## config.mk

```make
export PLATFORM = sky130hd
export DESIGN_NAME = bell_ring_burst_sequencer
export DESIGN_NICKNAME = d
export VERILOG_FILES = /design/src/hdl/brbs_pkg.sv /design/src/hdl/bell_ring_burst_sequencer.sv
export SDC_FILE = /design/constraint.sdc
export NUM_CORES = 1
export LEC_CHECK = 0
export ABC_AREA = 1
export BUFFER_PORTS_ARGS = -buffer_cell sky130_fd_sc_hd__buf_2
export CORE_UTILIZATION = 60
export CTS_BUF_LIST = sky130_fd_sc_hd__clkbuf_16
export DETAILED_ROUTE_END_ITERATION = 10
export PLACE_DENSITY_LB_ADDON = 0.15
export RECOVER_POWER = 50
export SLEW_MARGIN = 5
export SYNTH_ARGS = -nofsm -noshare
export SYNTH_HDL_FRONTEND = slang
export SYNTH_SLANG_ARGS = --single-unit
```

## constraint.sdc

```tcl
create_clock -name clk -period 7.8 [get_ports clk]
set_input_delay 1.17 -clock clk [delete_from_list [all_inputs] [get_ports clk]]
set_output_delay 1.17 -clock clk [all_outputs]
set_load 0.1 [all_outputs]
```

## src/hdl/brbs_pkg.sv

```systemverilog
// Shared constants for the bell ring burst sequencer: register map, mode codes, reset values.
package brbs_pkg;

  // Configuration port geometry
  localparam int unsigned CFG_ADDR_W = 3;
  localparam int unsigned CFG_DATA_W = 32;

  // Register indexes
  localparam logic [CFG_ADDR_W-1:0] CFG_INTERVAL   = 3'd0;
  localparam logic [CFG_ADDR_W-1:0] CFG_PULSE_A    = 3'd1;
  localparam logic [CFG_ADDR_W-1:0] CFG_GAP        = 3'd2;
  localparam logic [CFG_ADDR_W-1:0] CFG_PULSE_B    = 3'd3;
  localparam logic [CFG_ADDR_W-1:0] CFG_BURST      = 3'd4;
  localparam logic [CFG_ADDR_W-1:0] CFG_REST       = 3'd5;
  localparam logic [CFG_ADDR_W-1:0] CFG_RING_COUNT = 3'd6;
  localparam logic [CFG_ADDR_W-1:0] CFG_DEBOUNCE   = 3'd7;

  // Mode codes as seen on the result stream
  localparam logic [1:0] MODE_IDLE  = 2'd0;
  localparam logic [1:0] MODE_RING  = 2'd1;
  localparam logic [1:0] MODE_AUDIO = 2'd2;

  // Register reset values
  localparam logic [31:0] RST_INTERVAL   = 32'd60000;
  localparam logic [7:0]  RST_PULSE_A    = 8'd2;
  localparam logic [7:0]  RST_GAP        = 8'd25;
  localparam logic [7:0]  RST_PULSE_B    = 8'd2;
  localparam logic [15:0] RST_BURST      = 16'd2000;
  localparam logic [15:0] RST_REST       = 16'd4000;
  localparam logic [3:0]  RST_RING_COUNT = 4'd3;
  localparam logic [7:0]  RST_DEBOUNCE   = 8'd10;

  // Saturation limits
  localparam logic [7:0]  PHASE_MAX  = 8'hFF;
  localparam logic [15:0] BURST_MAX  = 16'hFFFF;
  localparam logic [3:0]  BURSTS_MAX = 4'hF;

endpackage

```

## src/hdl/bell_ring_burst_sequencer.sv

```systemverilog
// Top level of the bell ring burst sequencer: tick register, sequencer state, result register.
//
// Usage:
//  - Input stream (in_t*): one transfer per 1 ms tick, carrying the hook switch level and
//    the audio-done flag. Every accepted tick yields exactly one result transfer.
//  - Result stream (out_t*): bell drive A/B levels, mode code and the audio play request
//    as they stand after that tick.
//  - Configuration: cfg_wr_en/cfg_addr/cfg_wdata write one of eight timing registers per
//    cycle; write only while no tick is in flight.
//  - From input transfer to result: the tick register loads at the input transfer, the
//    state update and result register load once the result register is free, and
//    out_tvalid is high from then on.
//  - Throughput is one tick per clock cycle while the receiver keeps up; the whole state update is a single pass of
//    counter increments and compares between the tick register and the result register.
//  - When the receiver stalls, the result register holds and the tick register can still
//    take one more transfer; after that in_tready drops until the result moves on.
//  - Reset (rst_n low, synchronous) empties both registers, loads the default timings and
//    returns the sequencer to idle with both drives low and the switch taken as on hook.
module bell_ring_burst_sequencer #(
  parameter int unsigned INTERVAL_BITS = 32
) (
  input  logic                             clk,
  input  logic                             rst_n,
  // input stream
  input  logic                             in_tvalid,
  output logic                             in_tready,
  input  logic [7:0]                       in_tdata,   // [0] switch_level, [1] audio_done
  // result stream
  output logic                             out_tvalid,
  input  logic                             out_tready,
  output logic [7:0]                       out_tdata,  // [0] bell_a, [1] bell_b,
                                                       // [3:2] mode_code, [4] play_request
  // configuration writes
  input  logic                             cfg_wr_en,
  input  logic [brbs_pkg::CFG_ADDR_W-1:0]  cfg_addr,
  input  logic [brbs_pkg::CFG_DATA_W-1:0]  cfg_wdata
);

  typedef enum logic [1:0] {
    TM_IDLE  = brbs_pkg::MODE_IDLE,
    TM_RING  = brbs_pkg::MODE_RING,
    TM_AUDIO = brbs_pkg::MODE_AUDIO
  } top_mode_t;

  typedef enum logic [1:0] {
    RP_IDLE,
    RP_RING,
    RP_REST
  } ring_phase_t;

  typedef enum logic [2:0] {
    PP_IDLE,
    PP_A,
    PP_GAP1,
    PP_B,
    PP_GAP2
  } pulse_phase_t;

  localparam logic [INTERVAL_BITS-1:0] IDLE_MAX = '1;
  localparam logic [INTERVAL_BITS-1:0] IDLE_ONE = {{(INTERVAL_BITS-1){1'b0}}, 1'b1};

  // configuration registers
  logic [31:0] interval_r;
  logic [7:0]  pulse_a_r, gap_r, pulse_b_r, debounce_r;
  logic [15:0] burst_r, rest_r;
  logic [3:0]  ring_count_r;

  // pipeline registers
  logic        in_valid_r;
  logic        sw_r, done_r;
  logic        out_valid_r;
  logic [7:0]  out_data_r;
  logic        advance;
  logic        step;

  // sequencer state
  top_mode_t              top_mode_r, top_mode_nxt;
  ring_phase_t            ring_phase_r, ring_phase_nxt;
  pulse_phase_t           pulse_phase_r, pulse_phase_nxt;
  logic [7:0]             phase_el_r, phase_el_nxt;
  logic [15:0]            burst_el_r, burst_el_nxt;
  logic [15:0]            rest_el_r, rest_el_nxt;
  logic [INTERVAL_BITS-1:0] idle_el_r, idle_el_nxt;
  logic [3:0]             bursts_r, bursts_nxt;
  logic                   sw_last_r, sw_last_nxt;
  logic [7:0]             sw_stable_r, sw_stable_nxt;
  logic                   drive_a_r, drive_a_nxt;
  logic                   drive_b_r, drive_b_nxt;
  logic                   lifted;
  logic [7:0]             out_data_nxt;

  // handshake: the result register frees up when empty or taken
  assign advance   = !out_valid_r || out_tready;
  assign in_tready = !in_valid_r || advance;
  assign step      = in_valid_r && advance;

  // configuration register writes
  always_ff @(posedge clk) begin
    if (!rst_n) begin
      interval_r   <= brbs_pkg::RST_INTERVAL;
      pulse_a_r    <= brbs_pkg::RST_PULSE_A;
      gap_r        <= brbs_pkg::RST_GAP;
      pulse_b_r    <= brbs_pkg::RST_PULSE_B;
      burst_r      <= brbs_pkg::RST_BURST;
      rest_r       <= brbs_pkg::RST_REST;
      ring_count_r <= brbs_pkg::RST_RING_COUNT;
      debounce_r   <= brbs_pkg::RST_DEBOUNCE;
    end else if (cfg_wr_en) begin
      case (cfg_addr)
        brbs_pkg::CFG_INTERVAL:   interval_r   <= cfg_wdata;
        brbs_pkg::CFG_PULSE_A:    pulse_a_r    <= cfg_wdata[7:0];
        brbs_pkg::CFG_GAP:        gap_r        <= cfg_wdata[7:0];
        brbs_pkg::CFG_PULSE_B:    pulse_b_r    <= cfg_wdata[7:0];
        brbs_pkg::CFG_BURST:      burst_r      <= cfg_wdata[15:0];
        brbs_pkg::CFG_REST:       rest_r       <= cfg_wdata[15:0];
        brbs_pkg::CFG_RING_COUNT: ring_count_r <= cfg_wdata[3:0];
        brbs_pkg::CFG_DEBOUNCE:   debounce_r   <= cfg_wdata[7:0];
        default: ;
      endcase
    end
  end

  // next-state logic for one tick
  always_comb begin
    top_mode_nxt    = top_mode_r;
    ring_phase_nxt  = ring_phase_r;
    pulse_phase_nxt = pulse_phase_r;
    phase_el_nxt    = phase_el_r;
    burst_el_nxt    = burst_el_r;
    rest_el_nxt     = rest_el_r;
    idle_el_nxt     = idle_el_r;
    bursts_nxt      = bursts_r;
    sw_last_nxt     = sw_last_r;
    sw_stable_nxt   = sw_stable_r;
    drive_a_nxt     = drive_a_r;
    drive_b_nxt     = drive_b_r;
    lifted          = 1'b0;

    // debounce timer runs on every tick
    if (sw_stable_nxt != brbs_pkg::PHASE_MAX) sw_stable_nxt = sw_stable_nxt + 8'd1;

    case (top_mode_r)
      TM_IDLE: begin
        if (idle_el_nxt != IDLE_MAX) idle_el_nxt = idle_el_nxt + IDLE_ONE;
        if (32'(idle_el_nxt) >= interval_r && sw_r) begin
          top_mode_nxt    = TM_RING;
          bursts_nxt      = '0;
          ring_phase_nxt  = RP_RING;
          pulse_phase_nxt = PP_A;
          phase_el_nxt    = '0;
          burst_el_nxt    = '0;
          drive_a_nxt     = 1'b1;
          drive_b_nxt     = 1'b0;
        end
      end

      TM_RING: begin
        // switch sampling and lift detection
        if (sw_r != sw_last_r) sw_stable_nxt = '0;
        if (sw_stable_nxt > debounce_r && !sw_r) begin
          pulse_phase_nxt = PP_IDLE;
          drive_a_nxt     = 1'b0;
          drive_b_nxt     = 1'b0;
          if (bursts_nxt != brbs_pkg::BURSTS_MAX) bursts_nxt = bursts_nxt + 4'd1;
          rest_el_nxt     = '0;
          ring_phase_nxt  = RP_REST;
          top_mode_nxt    = TM_AUDIO;
          lifted          = 1'b1;
        end
        sw_last_nxt = sw_r;

        if (!lifted) begin
          case (ring_phase_r)
            RP_RING: begin
              if (burst_el_nxt != brbs_pkg::BURST_MAX) burst_el_nxt = burst_el_nxt + 16'd1;
              if (burst_el_nxt > burst_r) begin
                // burst over: quiet down and start the rest period
                pulse_phase_nxt = PP_IDLE;
                drive_a_nxt     = 1'b0;
                drive_b_nxt     = 1'b0;
                if (bursts_nxt != brbs_pkg::BURSTS_MAX) bursts_nxt = bursts_nxt + 4'd1;
                rest_el_nxt     = '0;
                ring_phase_nxt  = RP_REST;
                idle_el_nxt     = '0;
              end else begin
                // pulse pattern A, gap, B, gap
                if (phase_el_nxt != brbs_pkg::PHASE_MAX) phase_el_nxt = phase_el_nxt + 8'd1;
                case (pulse_phase_r)
                  PP_A: begin
                    if (phase_el_nxt >= pulse_a_r) begin
                      drive_a_nxt = 1'b0; pulse_phase_nxt = PP_GAP1; phase_el_nxt = '0;
                    end
                  end
                  PP_GAP1: begin
                    if (phase_el_nxt >= gap_r) begin
                      drive_b_nxt = 1'b1; pulse_phase_nxt = PP_B; phase_el_nxt = '0;
                    end
                  end
                  PP_B: begin
                    if (phase_el_nxt >= pulse_b_r) begin
                      drive_b_nxt = 1'b0; pulse_phase_nxt = PP_GAP2; phase_el_nxt = '0;
                    end
                  end
                  PP_GAP2: begin
                    if (phase_el_nxt >= gap_r) begin
                      drive_a_nxt = 1'b1; pulse_phase_nxt = PP_A; phase_el_nxt = '0;
                    end
                  end
                  default: ;
                endcase
              end
              // session complete
              if (bursts_nxt == ring_count_r) begin
                top_mode_nxt    = TM_IDLE;
                ring_phase_nxt  = RP_IDLE;
                pulse_phase_nxt = PP_IDLE;
                drive_a_nxt     = 1'b0;
                drive_b_nxt     = 1'b0;
              end
            end
            RP_REST: begin
              if (rest_el_nxt != brbs_pkg::BURST_MAX) rest_el_nxt = rest_el_nxt + 16'd1;
              if (rest_el_nxt >= rest_r) begin
                ring_phase_nxt  = RP_RING;
                pulse_phase_nxt = PP_A;
                phase_el_nxt    = '0;
                burst_el_nxt    = '0;
                drive_a_nxt     = 1'b1;
                drive_b_nxt     = 1'b0;
              end
            end
            default: ;
          endcase
        end
      end

      TM_AUDIO: begin
        if (done_r) begin
          top_mode_nxt   = TM_IDLE;
          ring_phase_nxt = RP_IDLE;
          idle_el_nxt    = '0;
        end
      end

      default: ;
    endcase

    out_data_nxt = {3'b000, (top_mode_nxt == TM_AUDIO), top_mode_nxt, drive_b_nxt, drive_a_nxt};
  end

  // tick register, sequencer state and result register
  always_ff @(posedge clk) begin
    if (!rst_n) begin
      in_valid_r    <= 1'b0;
      out_valid_r   <= 1'b0;
      top_mode_r    <= TM_IDLE;
      ring_phase_r  <= RP_IDLE;
      pulse_phase_r <= PP_IDLE;
      phase_el_r    <= '0;
      burst_el_r    <= '0;
      rest_el_r     <= '0;
      idle_el_r     <= '0;
      bursts_r      <= '0;
      sw_last_r     <= 1'b1;
      sw_stable_r   <= '0;
      drive_a_r     <= 1'b0;
      drive_b_r     <= 1'b0;
    end else begin
      if (in_tready) in_valid_r <= in_tvalid;
      if (advance) out_valid_r <= in_valid_r;
      if (step) begin
        top_mode_r    <= top_mode_nxt;
        ring_phase_r  <= ring_phase_nxt;
        pulse_phase_r <= pulse_phase_nxt;
        phase_el_r    <= phase_el_nxt;
        burst_el_r    <= burst_el_nxt;
        rest_el_r     <= rest_el_nxt;
        idle_el_r     <= idle_el_nxt;
        bursts_r      <= bursts_nxt;
        sw_last_r     <= sw_last_nxt;
        sw_stable_r   <= sw_stable_nxt;
        drive_a_r     <= drive_a_nxt;
        drive_b_r     <= drive_b_nxt;
      end
    end
  end

  // payload registers
  always_ff @(posedge clk) begin
    if (in_tvalid && in_tready) begin
      sw_r   <= in_tdata[0];
      done_r <= in_tdata[1];
    end
    if (step) out_data_r <= out_data_nxt;
  end

  assign out_tvalid = out_valid_r;
  assign out_tdata  = out_data_r;

endmodule

```

* Word level (Yosys, flattened, before mapping)
Cells that the tools add are included.
Word-level totals: register bits 203, input port bits 48, output and inout port bits 10, word-level logic and storage cells 209
Cells by class: $add $sub $neg 7, order comparisons 7, eq/ne operators 33, multiplexer cells 109, reductions and logical operators 28
Operator list (number):
- $mux 16 | 15
- $mux 32 | 6
- $mux 8 | 16
- $pmux 16 s2 | 3
- $pmux 32 s3 | 1
- $mux 4 | 11
- $add 16x1->16 const B | 2
- $add 32x1->32 const B | 1
- $ge 32x32->1 | 1
- $ne 16x16->1 const B | 2
- $ne 32x32->1 const B | 1
- $pmux 8 s2 | 2
- $mux 3 | 10
- $mux 2 | 13
- $ge 8x8->1 | 3
- $pmux 8 s3 | 1
- $mux 1 | 18
- $reduce_and 2->1 | 9
- $add 8x1->8 const B | 2
- $ge 16x16->1 | 1
- $gt 16x16->1 | 1
- $ne 8x8->1 const B | 2
- $eq 3x3->1 const B | 5
- $eq 3x2->1 const B | 4
- 30 further kinds | 54

* Longest topological paths before layout
depth in word-level cells 23, gate-level depth with buffers 45

* Worst setup path after synthesis
No wires, ideal clock.
path type flip-flop to flip-flop, from register sw_stable_r[0], to register phase_el_r[2], data arrival time 5495 ps, path slack 2183 ps, stages on the path, launching flop included 44, clock period less this slack 5617 ps, cells stage by stage dfxtp_1 ha_1 nand2_1 nor3b_1 inv_1 nor2_1 inv_1 nor2_1 inv_1 o21ai_0 inv_1 nor2_1 ha_1 nand2_1 nand2_1 nand2_1 nand2_1 nand2_1 (+8 left out) nand3_1 o211ai_1 and2_1 ha_1 nand2_1 nor2_1 nand2_1 o211ai_1 nand2_1 nand3_1 nor2_1 inv_1 o22ai_1 nor3_1 nand2_1 inv_1 o21ai_0 a21oi_1
On the way: longest elaborated chain between the ends 16
RTL lines:
- start, declared | line bell_ring_burst_sequencer.sv:86 | logic [7:0] sw_stable_r, sw_stable_nxt;
- start signal, assigned | line bell_ring_burst_sequencer.sv:281 | sw_stable_r <= sw_stable_nxt;
- $add 8x1->8 or $ne 8x8->1 (tied branches) | line bell_ring_burst_sequencer.sv:140 | if (sw_stable_nxt != brbs_pkg::PHASE_MAX) sw_stable_nxt = sw_stable_nxt + 8'd1;
- $mux 8 * | line bell_ring_burst_sequencer.sv:140
- $mux 8 * | line bell_ring_burst_sequencer.sv:159 | if (sw_r != sw_last_r) sw_stable_nxt = '0;
- $mux 8 * | line bell_ring_burst_sequencer.sv:142 | case (top_mode_r)
- $gt 8x8->1 * | line bell_ring_burst_sequencer.sv:160 | if (sw_stable_nxt > debounce_r && !sw_r) begin
- $logic_and 1x1->1 * | line bell_ring_burst_sequencer.sv:160
- $mux 16 | line bell_ring_burst_sequencer.sv:160
- $mux 16 | line bell_ring_burst_sequencer.sv:142
- $add 16x1->16 or $ne 16x16->1 (tied branches) | line bell_ring_burst_sequencer.sv:222 | if (rest_el_nxt != brbs_pkg::BURST_MAX) rest_el_nxt = rest_el_nxt + 16'd1;
- $mux 16 | line bell_ring_burst_sequencer.sv:222
- $mux 16 | line bell_ring_burst_sequencer.sv:173 | case (ring_phase_r)
- $mux 16 | line bell_ring_burst_sequencer.sv:172 | if (!lifted) begin
- $mux 16 | line bell_ring_burst_sequencer.sv:142
- $ge 16x16->1 | line bell_ring_burst_sequencer.sv:223 | if (rest_el_nxt >= rest_r) begin
- $ne 3x3->1 (no source line)
- $reduce_and 7->1 (no source line) *
- end signal, assigned | line bell_ring_burst_sequencer.sv:275 | phase_el_r <= phase_el_nxt;
- end, declared | line bell_ring_burst_sequencer.sv:80 | logic [7:0] phase_el_r, phase_el_nxt;
Every way passes the cells marked *; elsewhere a longest branch is shown, timed or not. The select of a mux whose other input is x is not followed. A chain may end at the register's enable or synchronous reset.

* Final worst setup path
from register sw_stable_r[0], to register phase_el_r[4]
The elaborated chain is that of the path after synthesis.

==> reports/summary.txt <==
# DRC: 0
PortBufs: 48
Failing checks: max-capacitance violations, max-slew violations
Nets: 2077
Vias in the first global route: 11603
Post-Place Setup Slack: 801 ps
Worst hold margin: 460 ps
Filler Cell Count: 1932
DP Area: 13400 sq um
Yosys top cell by area: dfxtp_1
Fin util: 66.7%
First-pass GRT wire length: 52900 microns
Static Leakage: 5.97 nW
Gate Count Post-Synth: 1899
Crit path kind: flop to flop
Rows: 53
Setup Viol. Count Final: 0
Core Footprint: 21200 sq um
CP max FO: 21
CTS root buf: clkbuf_16
Sw Share: 26.5%
EDFF count, synth: 7
Ratio of total power to cell area: 169 nW/um^2
Cell mode on critical path: nand2_1
Top-count cell post-synth: nand2_1
Top_reg_cell synth: dfxtp_1
Startpoint Class: flop
Syn Area/Cell: 6.86 sq um
Share of cells above drive strength 1: 7.28%
Total wire length: 31600 microns
#FFs+latches synth: 203
Die area: 22300 sq um
Clock share of power: 43.6%
Flop-to-flop setup slack: 690 ps
Maximum vdd ir drop: 0.178 mV
Worst Skew: 11.9 ps
DRT antenna net count: 0
GRT Overall Usage: 28.8%
Antenna violations before repair: 0
Distinct cell type count after synthesis: 56
Seq/Total Area, Yosys: 31.7%
Boundary Pins: 58
Clock latency on the worst-skew pair: 520 ps
Drt wl/cell: 14.3 microns
Die span in y: 149 microns
FF+latch area: 4130 sq um
Top post-synthesis cells by area: dfxtp_1 30%, nand2_1 12%, ha_1 10%
Via count: 12239
Area added between synthesis and finish: 8.25%
Hold Crit Class: flop to flop
Worst setup EP type: flop
Routability Congestion: 0.926
Post_cts resized: 0
TritonCTS Sinks: 203
Fin crit share: 91.1%
# H-tree levels: 1
Crit-path max cell delay: 390 ps
Pin count of the biggest net entering global routing: 76
Worst rel slew slack: -93.9%
Switching pwr: 0.631 mW
Clock Path Buffers: 3
Die W: 149 microns
Total of max-cap violations: 4
Clock period minus worst slack: 7110 ps
Slowest stage cell, crit path: dfxtp_1
Ys async rst share: 0%
Finished Cell Area: 14100 sq um
Fin. Hold Viols: 0
CTS Hold Buffers Added: 0
Slew @ Worst Pin: 2910 ps
Status: complete, but fails checks
Final HPWL DP: 22800 microns
Total gr overflow: 0
Initial Util: 61.6%
Flop pwr share: 45.5%
Int Pwr: 1.75 mW
Post-CTS Setup Inserts: 0
WP data required: 8190 ps
Post-synth top cells: 409 x nand2_1, 245 x inv_1, 240 x a21oi_1
Setup TNS Final: 0 ps
Slew Viols, Final: 219
Power share of the combinational group: 10.9%
Post-synth top area share: 30.1%
DR vias/cell: 5.54
Num CTS Buffers: 24
Netlist Area Pre-Place: 13000 sq um
DRT Pass-1 Iters: 5
Worst EP arrival: 7500 ps
TritonCTS clock tree: done
Fin worst setup slack: 692 ps
FMAX: 141 MHz
Ys Warns: 0
Antenna diode count: 0
Area taken by multi-input logic gates: 7620 sq um
Clock-pin slew of the registers on the worst-case setup and hold paths: 60 ps
RSZ-0062 raised after global routing: no
Drt first-iter violations: 722
-- sequential cells by signal (all words and copies together), names as in the netlist, 8 cells and up --
signal       count
phase_el_r       8
pulse_a_r        8
rest_r          16
gap_r            8
interval_r      32
burst_el_r      16
debounce_r       8
pulse_b_r        8
rest_el_r       16
sw_stable_r      8
idle_el_r       32
burst_r         16
-- cell usage in the layout (no fill, tap or decap), types with 4 or more instances in the layout --
cell type	instances
nand2_1	409
inv_1	253
a21oi_1	240
dfxtp_1	196
nor2_1	148
o21ai_0	135
ha_1	109
nand3_1	94
buf_2	40
xor2_1	37
o211ai_1	28
nor3_1	26
clkbuf_16	25
nand4_1	22
xnor2_1	18
inv_2	16
nor2_2	11
clkbuf_1	11
nand2_2	10
a31oi_1	9
clkinv_1	8
edfxtp_1	7
nor4_1	6
o21ai_1	6
buf_4	5
nor2_4	4
o21a_1	4
nor3_4	4
-- power groups by stage --
stage               sequential [mW]  combinational (mW)  clock (mW)
detailed placement             1.11               0.257           0
floorplan                      1.12               0.173           0
global placement               1.11               0.250           0
CTS                            1.08               0.259        1.06
finish                         1.08               0.260        1.04
global route                   1.09               0.293        1.10
-- worst paths after layout --
check	end	depth (start not counted)	from
worst max-delay path	phase_el_r[4]$_SDFFE_PN0P_	42	sw_stable_r[0]$_SDFFE_PN0P_
worst min-delay path	interval_r[21]$_SDFFE_PN0P_	2	interval_r[21]$_SDFFE_PN0P_
worst max register to register	phase_el_r[4]$_SDFFE_PN0P_	42	sw_stable_r[0]$_SDFFE_PN0P_
worst min register to register	interval_r[21]$_SDFFE_PN0P_	2	interval_r[21]$_SDFFE_PN0P_
-- stage by stage --
step | power (mW) | instances
after global placement | 1.36 | 2169
after global routing | 2.48 | 2211
final | 2.38 | 2211
after CTS | 2.40 | 2211
after floorplan | 1.29 | 1901
after detailed placement | 1.36 | 2169
-- worst max-delay path: cells and delay by family (launching register included) --
family	cells	cell delay, ps
simple gates	22	3200
compound gates	8	1370
buf+inv	8	930
flops	1	390
fa+ha+maj	4	1060
-- layout make-up --
cell class                      count  share of cell area, %
Clock inverter                     17                  0.710
Tap cell                          275                   2.44
Multi-Input combinational cell   1369                   54.0
Timing Repair Buffer               56                   1.98
Sequential cell                   203                   29.3
Inverter                          266                   7.10
Clock buffer                       25                   4.44
-- per-layer routing --
metal / vias up / track usage [%] / share of wire, %
met4: 0 / 9.23 / 2.6
li1: 6291 / - / -
met3: 63 / 3.94 / 5.6
met1: 5570 / 35.7 / 44
met2: 315 / 51.2 / 48
met5: - / 0 / 0
-- kinds of logic (layout without fill, tap and decap cells) --
| family | after synthesis | in the layout | share of synthesized area [%] |
|---|---|---|---|
| fa+ha+maj | 109 | 109 | 10.5 |
| flops | 203 | 203 | 31.7 |
| simple gates | 756 | 756 | 25.6 |
| other cells | 1 | 3 | 0.0288 |
| xor+xnor | 56 | 56 | 3.82 |
| compound gates | 445 | 445 | 18.5 |
| buf+inv | 329 | 364 | 9.85 |
No activity file was read; power rests on OpenSTA's default activity.
